`src/sv/bti_pkg.sv`:
```
// ----------------------------------------------------------------------------
// bti_pkg: shared types and constants for the bilinear table interpolator
// Holds the item structs, operation codes and controller states.
// ----------------------------------------------------------------------------
package bti_pkg;

  localparam int CoordW = 32;
  localparam int ValueW = 48;

  typedef enum logic [1:0] {
    OP_LOAD_X = 2'd0,
    OP_LOAD_Y = 2'd1,
    OP_LOAD_V = 2'd2,
    OP_QUERY  = 2'd3
  } op_t;

  localparam logic [0:0] CFG_X_COUNT = 1'b0;
  localparam logic [0:0] CFG_Y_COUNT = 1'b1;

  typedef struct packed {
    logic [1:0]         operation;
    logic [5:0]         row_index;
    logic [6:0]         col_index;
    logic signed [31:0] grid_value;
    logic signed [47:0] entry_value;
    logic signed [31:0] query_x;
    logic signed [31:0] query_y;
  } in_item_t;

  typedef struct packed {
    logic signed [47:0] interp_value;
    logic               out_of_range;
  } out_item_t;

  typedef enum logic [4:0] {
    ST_IDLE,
    ST_XPROBE,   // read x[1], x[n-2], x[0], x[n-1]
    ST_XWAIT,
    ST_XSCAN,
    ST_XSCAN_W,
    ST_YPROBE,
    ST_YWAIT,
    ST_YSCAN,
    ST_YSCAN_W,
    ST_CELL,
    ST_FETCH,
    ST_FETCH_W,
    ST_MUL,
    ST_DIV,
    ST_DIV_W,
    ST_DONE
  } state_t;

  // Controller to datapath
  typedef struct packed {
    logic       probe;     // issue grid probe read
    logic       probe_y;   // 1: y grid
    logic [1:0] probe_sel; // which probe point
    logic       scan;      // read grid at scan index
    logic       scan_step; // advance scan index
    logic       scan_init;
    logic       cell_latch; // latch cell ends
    logic       fetch;     // read table entry
    logic [1:0] fetch_sel;
    logic       mul_go;
    logic [1:0] lerp_sel;  // 0 gb, 1 ga, 2 x
    logic       div_go;
    logic       finish;
  } cmd_t;

  typedef struct packed {
    logic range_ok;
    logic scan_stop;
    logic dy_zero;
    logic dx_zero;
    logic div_done;
  } sts_t;

endpackage

```
`src/sv/bti_control.sv`:
```
// ----------------------------------------------------------------------------
// bti_control: query sequencer
// Steps grid probes, linear cell scans, table fetches and up to three divisions.
// ----------------------------------------------------------------------------
module bti_control (
  input  logic          clk,
  input  logic          rst,
  input  logic          query,
  input  bti_pkg::sts_t sts,
  output bti_pkg::cmd_t cmd,
  output logic          active,
  output logic          strobe
);
  import bti_pkg::*;

  state_t state, state_next;
  logic [1:0] cnt, cnt_next;
  logic y, y_next;
  logic [1:0] phase, phase_next;
  logic strobe_next;

  always_ff @(posedge clk) begin
    if (rst) begin
      state <= ST_IDLE; cnt <= '0; y <= 1'b0; phase <= '0; strobe <= 1'b0;
    end else begin
      state <= state_next; cnt <= cnt_next; y <= y_next; phase <= phase_next;
      strobe <= strobe_next;
    end
  end

  assign active = (state != ST_IDLE);

  always_comb begin
    state_next = state; cnt_next = cnt; y_next = y; phase_next = phase;
    strobe_next = 1'b0;
    cmd = '0;
    cmd.probe_y = y;
    unique case (state)
      ST_IDLE: begin
        if (query) begin
          state_next = ST_XPROBE; cnt_next = '0; y_next = 1'b0;
        end
      end
      ST_XPROBE, ST_YPROBE: begin
        cmd.probe = 1'b1; cmd.probe_sel = cnt; cnt_next = cnt + 2'd1;
        if (cnt == 2'd3) state_next = y ? ST_YWAIT : ST_XWAIT;
      end
      ST_XWAIT, ST_YWAIT: begin
        // wait for the probe pipeline to drain
        cnt_next = cnt + 2'd1;
        if (cnt == 2'd1) begin
          cnt_next = '0;
          if (!sts.range_ok) begin
            cmd.finish = 1'b1; strobe_next = 1'b1; state_next = ST_IDLE;
          end else begin
            cmd.scan_init = 1'b1; state_next = y ? ST_YSCAN : ST_XSCAN;
          end
        end
      end
      ST_XSCAN, ST_YSCAN: begin
        cmd.scan = 1'b1; state_next = y ? ST_YSCAN_W : ST_XSCAN_W;
      end
      ST_XSCAN_W, ST_YSCAN_W: begin
        if (sts.scan_stop) begin
          cmd.cell_latch = 1'b1;
          if (y) state_next = ST_FETCH;
          else begin
            y_next = 1'b1; cnt_next = '0; state_next = ST_YPROBE;
          end
        end else begin
          cmd.scan_step = 1'b1; state_next = y ? ST_YSCAN : ST_XSCAN;
        end
      end
      ST_FETCH: begin
        cmd.fetch = 1'b1; cmd.fetch_sel = cnt; cnt_next = cnt + 2'd1;
        if (cnt == 2'd3) begin
          cnt_next = '0; state_next = ST_FETCH_W;
        end
      end
      ST_FETCH_W: begin
        cnt_next = cnt + 2'd1;
        if (cnt == 2'd1) begin
          cnt_next = '0; phase_next = 2'd0;
          if (sts.dy_zero) begin
            cmd.finish = 1'b1; strobe_next = 1'b1; state_next = ST_IDLE;
          end else state_next = ST_MUL;
        end
      end
      ST_MUL: begin
        cmd.mul_go = 1'b1; cmd.lerp_sel = phase; state_next = ST_DIV;
      end
      ST_DIV: begin
        cmd.div_go = 1'b1; cmd.lerp_sel = phase; state_next = ST_DIV_W;
      end
      ST_DIV_W: begin
        cmd.lerp_sel = phase;
        if (sts.div_done) begin
          if (phase == 2'd2 || (phase == 2'd0 && sts.dx_zero)) state_next = ST_DONE;
          else begin
            phase_next = phase + 2'd1; state_next = ST_MUL;
          end
        end
      end
      ST_DONE: begin
        strobe_next = 1'b1; state_next = ST_IDLE;
      end
      default: state_next = ST_IDLE;
    endcase
  end
endmodule

```
`config.mk`:
```
export PLATFORM = sky130hd
export DESIGN_NAME = bti_control
export DESIGN_NICKNAME = d
export VERILOG_FILES = /design/src/sv/bti_pkg.sv /design/src/sv/bti_control.sv
export SDC_FILE = /design/constraint.sdc
export NUM_CORES = 1
export LEC_CHECK = 0
export ABC_AREA = 1
export ABC_CLOCK_PERIOD_IN_PS = 4300
export BUFFER_PORTS_ARGS = -buffer_cell sky130_fd_sc_hd__buf_4
export CORE_MARGIN = 5
export CORE_UTILIZATION = 30
export DETAILED_ROUTE_END_ITERATION = 12
export SKIP_LAST_GASP = 1
export SLEW_MARGIN = 20
export SYNTH_ARGS = -nofsm -noshare
export SYNTH_HDL_FRONTEND = slang
export SYNTH_SLANG_ARGS = --single-unit
```
`constraint.sdc`:
```
create_clock -name clk -period 4.3 [get_ports clk]
set_input_delay 1.29 -clock clk [delete_from_list [all_inputs] [get_ports clk]]
set_output_delay 1.29 -clock clk [all_outputs]
set_load 0.01 [all_outputs]
```
Word level (Yosys, flattened, before mapping). Cells that the tools add are included.

Flip-flop bits (word level): 11. Output and inout bits: 18. Word-level logic and storage cells: 99.

Add/sub/neg operators: 2. Equality and inequality tests: 26. Mux-type cells: 48. Reductions and logical operators: 18.

Operators with widths (number): $pmux W5 S10 (1); $eq A5 B4 Y1 const B (7); $mux W5 (6); $mux W2 (11); $eq A5 B3 Y1 const B (4); $ne A2 B2 Y1 const B (9); $mux W1 (17); $mux W4 (4); $mux W3 (4); $eq A5 B2 Y1 const B (2); $pmux W2 S5 (1); $reduce_bool A5 Y1 (2); $reduce_and A4 Y1 (2); $reduce_or A2 Y1 (4); $reduce_and A6 Y1 (1); $reduce_or A3 Y1 (2); $eq A5 B1 Y1 const B (1); $logic_not A5 Y1 (1); $add A2 B1 Y2 const B (2); $eq A2 B2 Y1 const B (2); $pmux W1 S2 (2); $pmux W2 S2 (1); $reduce_bool A2 Y1 (2); $pmux W1 S3 (1); 5 further kinds (5).

Longest topological paths before layout. Gate-level depths: netlist (run 1).

Depth in word-level cells: 6. Gate-level depth with buffers: 9. Depth with buffers taken out: 9.

Worst setup path before layout (run 1). Ideal clock, no wire load.

Path type: input port to output port. Start point: input port sts[4] (netlist bit). End point: output port cmd[0] (netlist bit). Data arrival time: 1.699 ns. Required time: 3.010 ns. Path slack: 1.311 ns. Cell stages on the path: 1. Buffers on the path: 0. Cell sequence: o31ai_1.

Longest elaborated chain between the ends: 3.

Ends and longest elaborated chain: start, declared (RTL line bti_control.sv:9) `input bti_pkg::sts_t sts,`; $mux W1 (RTL line bti_control.sv:53) `if (!sts.range_ok) begin`; $mux W1 (RTL line bti_control.sv:51) `if (cnt == 2'd1) begin`; $pmux W1 S2 (RTL line bti_control.sv:38) `unique case (state)`; end, declared (RTL line bti_control.sv:10) `output bti_pkg::cmd_t cmd,`.

No other way between the ends.

==> results of run 1 <==
worst min path at each step:
| stage | startpoint | to | cells past startpoint |
|---|---|---|---|
| 6_report | phase[0] | phase[0] | 2 |
| 2_1_floorplan | phase[0] | phase[0] | 2 |
| 3_5_place_dp | phase[0] | phase[0] | 2 |
| 4_1_cts | phase[0] | phase[0] | 2 |
| 5_1_grt | phase[0] | phase[0] | 2 |
| 3_3_place_gp | phase[0] | phase[0] | 2 |
cells by family after synthesis:
| group | after synthesis | share of synthesized area |
|---|---|---|
| adder cells (fa/ha/maj) | 8 | 0.108 |
| AO/OA/AOI/OAI | 18 | 0.102 |
| flip-flops | 10 | 0.216 |
| AND/OR/NAND/NOR | 94 | 0.453 |
| buffers and inverters | 29 | 0.121 |
critical path: stages:
cell and delay (ps):
buf_4 110, o31ai_1 280, buf_4 180
synthesized netlist by cell type:
master / number / area (um2)
nand2_1: 44 / 165
nor2_1: 25 / 93.8
inv_1: 24 / 90.1
a21oi_1: 12 / 60.1
dfxtp_1: 10 / 200
nand3_1: 10 / 50.1
ha_1: 8 / 100
nand2_2: 5 / 31.3
inv_2: 3 / 11.3
nor2_2: 3 / 18.8
nand3_2: 2 / 20.0
nor2_4: 2 / 22.5
o21ai_0: 2 / 10.0
o21ai_1: 2 / 10.0
buf_1: 1 / 3.75
buf_4: 1 / 7.51
nand3b_1: 1 / 7.51
nor3_1: 1 / 5.00
o21bai_1: 1 / 7.51
o31ai_1: 1 / 7.51
or2_1: 1 / 6.26
metal layers:
| layer | part of all wire | vias up |
|---|---|---|
| met5 | 0 | - |
| met4 | 0.014 | 0 |
| met3 | 0.047 | 4 |
| met2 | 0.48 | 19 |
| met1 | 0.46 | 429 |
| li1 | - | 540 |
sequential cells by signal, summed over array words and instances (netlist names):
register,cells
strobe,1
y,1
phase,2
cnt,2
state,4
report_power, final:
group | switching, W | internal [W] | total [W] | leakage, nW
clock network | 0.0000414 | 0.0000515 | 0.0000929 | 0.0210
logic | 0.000148 | 0.0000861 | 0.000234 | 0.526
registers | 0.0000210 | 0.000106 | 0.000127 | 0.0811
total | 0.000210 | 0.000244 | 0.000454 | 0.628
per-stage QoR:
stage               cell area [um2]  std cells  power [W]  setup slack, ps
floorplan                       928        159   0.000299             1310
global placement               1150        215   0.000368             1160
detailed placement             1150        215   0.000365             1150
CTS                            1180        219   0.000458             1150
global route                   1180        219   0.000502             1120
finish                         1180        219   0.000454             1150
cell type report:
cell class	instances	share of cell area
repair buffers	25	0.159
clock buffers	4	0.0307
well taps	33	0.0349
multi-input cells	120	0.521
inverters	27	0.0857
flip-flops and latches	10	0.169
==> impl_metrics.toml, run 1 <==
[outcome]
status = "finished, final reports clean"

[die]
rows = 20
die-height_um = 65.6
core_um2 = 3000
ios = 26
initial_core_util = 0.309
fp.dieW_um = 65.6
die_area_um2 = 4310

[timing]
final.setup.tns_ps = 0
holdWs_ps = 483
slew_violations = 0
timing.final.crit_share = 0.733
setup_viol = 0
slew_headroom = 0.808
max_freq_mhz = 317
clock_skew_ps = 14.0
hold_viol = 0
tightest_slew_ps = 288
rsz0062_at_grt = "no"
period_minus_slack_ps = 3150

[finish]
area_growth_pct = 27.4
mostFrequentLayoutCells = "nand2_1 (44), nor2_1 (25), buf_4 (25)"
drive_above_1_share = 0.237
utilization = 0.394
multi_input_area_um2 = 616
final_net_count = 203
ff_latch_area_um2 = 200
nFillCells = 335
final_common_cell = "nand2_1"
diodes = 0

[route]
vias = 992
routed_wl_mm = 2.30
ant_nets = 0
drt_first_pass_iters = 5
drc = 0
drt-wirelength-per-cell_um = 10.5
drt_iter0_markers = 45
via_per_inst = 4.53

[clock_network]
numCtsBuffers = 3
cts_hold_buffers = 0
clock_tree.buffer_depth = 2
post_cts_resized = 0
h-tree-depth = 1
cts.root.buffer_cell = "clkbuf_4"
postCtsSetupBuffers = 0
cts_tree = "yes"
cts.sinks = 10
clkLatencyLatePin_ps = 290
path_clk_slew_ps = 90

[grt]
grt_busiest_layer = "met2"
met2_usage = 0.194
grt_pass1_vias = 929
grt_first_pass_wirelength_mm = 3.85
grt.overflow.total = 0
use_met1 = 0.135
grt_max_degree = 11
antenna_found_initial = 0
track_usage = 0.114
met3_usage = 0.0342

[critical_path]
rr_startpoint = "state[3]"
cp_data_arrival_time_ps = 1860
endpoint_kind = "output pin"
critical_path.max_fanout = 2
critPathRequiredTime_ps = 3010
cp-start-kind = "input port"
timing.rr.end = "state[0]"
reg2regPathDepth = 8
rrSetupSlack_ps = 2850
timing_worst_setup_path_type = "in -> out"
cp-endpoint = "cmd[0]"
crit_start = "sts[4]"

[placement]
portBuffers = 25
dp_hpwl_mm = 1.90
gp_congestion = 0.839

[logic_synthesis]
netlist_area_um2 = 928
syn_inst = 159
syn-mean-instance-area_um2 = 5.84
syn_nets = 175
ys_seq_area_frac = 0.216
yosysWarnings = 0
synth.distinct_cells = 21
ys_seq_elements = 10

[flow_run]
cap_viol_max_count = 0

[pwr]
power_density_nw_per_um2 = 384
p_leak_nw = 0.628
ir_drop_mv = 0.179

[hold_path]
min_path_type = "reg -> reg"
Power figures use the tool's default switching activity.
==> run 2: changes to the inputs <==
Settings changed: ABC_CLOCK_PERIOD_IN_PS 4300 to 3100.
Clock period 4.3 ns to 3.1 ns, I/O delays scaled along.
==> run 2 against run 1 <==
Against the previous run: worst hold slack improved by 1.9 ps; global-route usage grew 0.46 points; largest power group unchanged; combinational power up 40%; clock skew is 1.2 ps higher; setup slack lost 530 ps; non-clock buffer count stayed put; wire length increased by 3.3%.
==> impl_metrics.toml, run 2 (synthesis results as in run 1) <==
[route]
ant_nets = 0
via_per_inst = 4.60
routed_wl_mm = 2.37
drc = 0
vias = 1007
drt_iter0_markers = 58
drt-wirelength-per-cell_um = 10.8
drt_first_pass_iters = 4

[hold_path]
hold_depth = 2
worstHoldStart = "phase[0]"
min_delay_worst_endpoint = "phase[0]"
min_path_type = "reg -> reg"

[critical_path]
endpoint_kind = "output pin"
critical_path.max_fanout = 5
timing.rr.end = "state[0]"
crit_buf_inv = 2
timing_worst_setup_path_type = "reg -> out"
critPathTopFamily = "flip-flops"
cpPeakStageDelay_ps = 410
rrSetupSlack_ps = 1620
reg2regPathDepth = 8
rr_startpoint = "state[3]"
cp-start-kind = "register"
critPathRequiredTime_ps = 2170
crit_slowest_cell = "dfxtp_1"
path_cells = "inv_1 > nor2_2 > nand2_1 > o31ai_1 > buf_4"
cp_data_arrival_time_ps = 1550

[die]
initial_core_util = 0.309
fp.dieW_um = 65.6
die_area_um2 = 4310
rows = 20
die-height_um = 65.6
core_um2 = 3000
ios = 26

[timing]
slew_violations = 0
timing.final.crit_share = 0.801
tightest_slew_ps = 292
period_minus_slack_ps = 2480
final.setup.tns_ps = 0
slew_headroom = 0.803
rsz0062_at_grt = "no"
setup_viol = 0
layout_setup_ws_ps = 618
max_freq_mhz = 403
clock_skew_ps = 15.2
hold_viol = 0

[finish]
regMostFlops = "state"
area_growth_pct = 27.4
drive_above_1_share = 0.237
mostFrequentLayoutCells = "nand2_1 (44), nor2_1 (25), buf_4 (25)"
utilization = 0.394
diodes = 0
largest_register_ffs = 4
final_common_cell = "nand2_1"
design_area_um2 = 1180
largestRegisters = "state x4, cnt x2, phase x2"
final_net_count = 203

[pwr]
power_density_nw_per_um2 = 535
p_leak_nw = 0.628
power_w = 0.000632
ir_drop_mv = 0.289

[clock_network]
cts.sinks = 10
cts_tree = "yes"
clkLatencyLatePin_ps = 290
cts.root.buffer_cell = "clkbuf_4"
path_clk_slew_ps = 90
post_cts_resized = 0
clock_tree.buffer_depth = 2
h-tree-depth = 1
numCtsBuffers = 3
cts_hold_buffers = 0
postCtsSetupBuffers = 0

[grt]
track_usage = 0.119
antenna_found_initial = 0
grt_max_degree = 11
grt.overflow.total = 0
grt_first_pass_wirelength_mm = 4.00
grt_pass1_vias = 924

[placement]
dp_hpwl_mm = 1.97
place_area_um2 = 1150
gp_congestion = 0.835
portBuffers = 25
pre_cts_slack_ps = 647

[outcome]
status = "finished, final reports clean"

[flow_run]
cap_viol_max_count = 0
run 2: cell counts in the layout (fill, tap and decap cells not counted):
No cell type changed its count.
run 2: final cells by class:
type	instances	area (um2)
fillers	341	1820
multi-input cells	120	616
well taps	33	41.3
repair buffers	25	188
clock buffers	4	36.3
inverters	27	101
flip-flops and latches	10	200
run 2: worst max-delay path by stage:
| stage | start | to | slack, ps | depth (start not counted) |
|---|---|---|---|---|
| after floorplan | sts[4] | cmd[0] | 830 | 1 |
| after global placement | sts[4] | cmd[0] | 670 | 3 |
| after detailed placement | sts[4] | cmd[0] | 650 | 3 |
| after CTS | state[0] | cmd[8] | 610 | 6 |
| after global routing | state[1] | cmd[0] | 390 | 5 |
| final | state[1] | cmd[0] | 620 | 5 |
run 2: worst min-delay path: cells and delay by family (launching register included):
kind / cells / cell delay, ps
AOI/OAI and AO/OA: 2 / 120
DFF: 1 / 320
run 2: stage by stage:
stage | instances | hold WS (ps)
6_report | 219 | 485
5_1_grt | 219 | 513
4_1_cts | 219 | 484
3_5_place_dp | 215 | 469
3_3_place_gp | 215 | 466
2_1_floorplan | 159 | 454
run 2: power by group:
part	switching (W)	internal [W]	total, W
clock network	0.0000565	0.0000715	0.000128
registers	0.0000298	0.000148	0.000177
logic	0.000208	0.000119	0.000327
run 2: metal layers:
metal	part of all wire	track usage	up-vias
li1	-	-	543
met1	0.47	0.149	438
met2	0.47	0.199	22
met3	0.054	0.0308	4
met4	0.012	0.0311	0
met5	0	0	-
==> run 3: changes to the inputs <==
Settings changed: ABC_AREA 1 to 0, ABC_CLOCK_PERIOD_IN_PS 3100 to 2000.
Clock period 3.1 ns to 2 ns, I/O delays scaled along.
==> run 3 against run 2 <==
Against the previous run: worst hold slack lost 10 ps; die area is 16% higher; via count rose by 21%; highest routed layer unchanged.
==> impl_metrics.toml, run 3 <==
[finish]
drive_above_1_share = 0.326
largestRegisters = "state x4, cnt x2, phase x2"
utilization = 0.407
regMostFlops = "state"
final_net_count = 196
area_growth_pct = 32.7
largest_register_ffs = 4
final_common_cell = "buf_4"
mostFrequentLayoutCells = "buf_4 (41), nor2_1 (12), inv_1 (10)"
diodes = 0

[timing]
tightest_slew_ps = 353
period_minus_slack_ps = 1950
hold_viol = 0
clock_skew_ps = 0.652
slew_headroom = 0.761
slew_violations = 0
timing.final.crit_share = 0.973
final.setup.tns_ps = 0
max_freq_mhz = 514
setup_viol = 0

[logic_synthesis]
synth-main-ff-cell = "dfxtp_1"
synth_top_area_cell = "dfxtp_1"
synth-edff-count = 0
yosys.area_share.adder = 0.0995
yosysWarnings = 0
synth.top_cell.area_share = 0.181
synth_area_leaders = "dfxtp_1 (18%), ha_1 (9.0%), nor2_1 (4.1%)"
ys_seq_area_frac = 0.181
synth_compound_area_frac = 0.291
async_flop_share = 0
syn_inst = 148
synth.most_common_cell = "nor2_1"
syn_nets = 164
synth_common_cells = "nor2_1 (12), dfxtp_1 (10), inv_1 (10)"
muxShareOfSynthArea = 0.0181
netlist_area_um2 = 1110
syn-mean-instance-area_um2 = 7.47
synth-simple-area-share = 0.283
synth_xor_area_frac = 0.0238
synth.distinct_cells = 51
synth_top_family_by_area = "compound AO/OA/AOI/OAI gates"
ys_seq_elements = 10

[hold_path]
min_path_type = "reg -> reg"

[die]
fp.dieW_um = 70.7
core_um2 = 3610
die_area_um2 = 5000
rows = 22
die-height_um = 70.7
initial_core_util = 0.307
ios = 26

[grt]
grt_first_pass_wirelength_mm = 5.60
grt_max_degree = 20
antenna_found_initial = 0
grt_pass1_vias = 1155
grt.overflow.total = 0
track_usage = 0.138

[route]
ant_nets = 0
drt_iter0_markers = 66
via_per_inst = 5.37
drt-wirelength-per-cell_um = 14.8
drc = 0
drt_first_pass_iters = 4
vias = 1214
routed_wl_mm = 3.35

[clock_network]
cts.root.buffer_cell = "clkbuf_8"
cts.sinks = 10
cts_tree = "yes"
numCtsBuffers = 3
clkLatencyLatePin_ps = 240
cts_hold_buffers = 0
path_clk_slew_ps = 50
h-tree-depth = 1
clock_tree.buffer_depth = 2

[critical_path]
critPathRequiredTime_ps = 1400
rrSetupSlack_ps = 260
cp-start-kind = "register"
critical_path.max_fanout = 10
cp_data_arrival_time_ps = 1350
endpoint_kind = "output pin"
timing_worst_setup_path_type = "reg -> out"

[placement]
dp_hpwl_mm = 2.49
portBuffers = 25
gp_congestion = 0.832

[pwr]
power_w = 0.00131
power_density_nw_per_um2 = 890
p_leak_nw = 0.630
ir_drop_mv = 0.398

[flow_run]
cap_viol_max_count = 0

[outcome]
status = "finished, final reports clean"
[run 3: changes by cell type after synthesis, moves of 5 or more]
cell,change
nor2_1,-13
buf_2,+8
nand2b_1,+6
nor3_1,+7
inv_1,-14
nand2_1,-37
nand3_1,-8
nand2_2,-5
[run 3: timing repair]
| action | in CTS | in global routing |
|---|---|---|
| endpoints found under the setup margin | 15 | 5 |
| setup buffers | 0 | 1 |
| pin swaps | 0 | 0 |
| resized for setup | 5 | 5 |
[run 3: final cells by class]
class / instances / area, um2
inverters: 10 / 37.5
well taps: 48 / 60.1
fillers: 372 / 2140
flip-flops and latches: 10 / 209
clock buffers: 3 / 41.3
multi-input cells: 113 / 801
repair buffers: 42 / 319
[run 3: final timing paths]
kind | from | end | cells after the start
worst min register to register | phase[0] | phase[0] | 2
worst min-delay path | phase[0] | phase[0] | 2
worst max register to register | state[3] | state[3] | 5
worst max-delay path | state[3] | cmd[5] | 4
[run 3: per-layer routing]
layer,global-route usage,vias up,wire (um)
met1,0.176,564,1460
met3,0.0284,7,176
met4,0.0647,0,82
li1,-,608,-
met5,0,-,0
met2,0.220,35,1630
[run 3: metrics by stage]
stage	std cells	hold slack (ps)	instance area (um2)	worst slack [ps]
CTS	225	481	1450	54.0
global placement	222	473	1400	75.8
floorplan	148	450	1110	83.9
finish	226	475	1470	53.9
detailed placement	222	473	1400	22.3
global route	226	506	1470	-7.23
[run 3: cells by family (layout without fill, tap and decap cells)]
kind of cell             after synthesis  count (layout)
AO/OA/AOI/OAI                         43              43
flip-flops                            10              10
buffers and inverters                 25              55
XOR/XNOR                               3               3
AND/OR/NAND/NOR                       56              56
adder cells (fa/ha/maj)                9               9
multiplexers                           2               2
[run 3: report_power, final]
group	total, W	internal [W]	switching (W)	leakage (nW)
registers	0.000324	0.000241	0.0000825	0.0835
logic	0.000757	0.000373	0.000383	0.525
clock network	0.000225	0.000133	0.0000923	0.0216
total	0.00131	0.000748	0.000558	0.630
[run 3: critical path, cell delays in order (launching register included)]
cell and delay (ps):
dfxtp_2 410, nor2b_2 180, buf_4 190, and3_1 190
buf_4 120
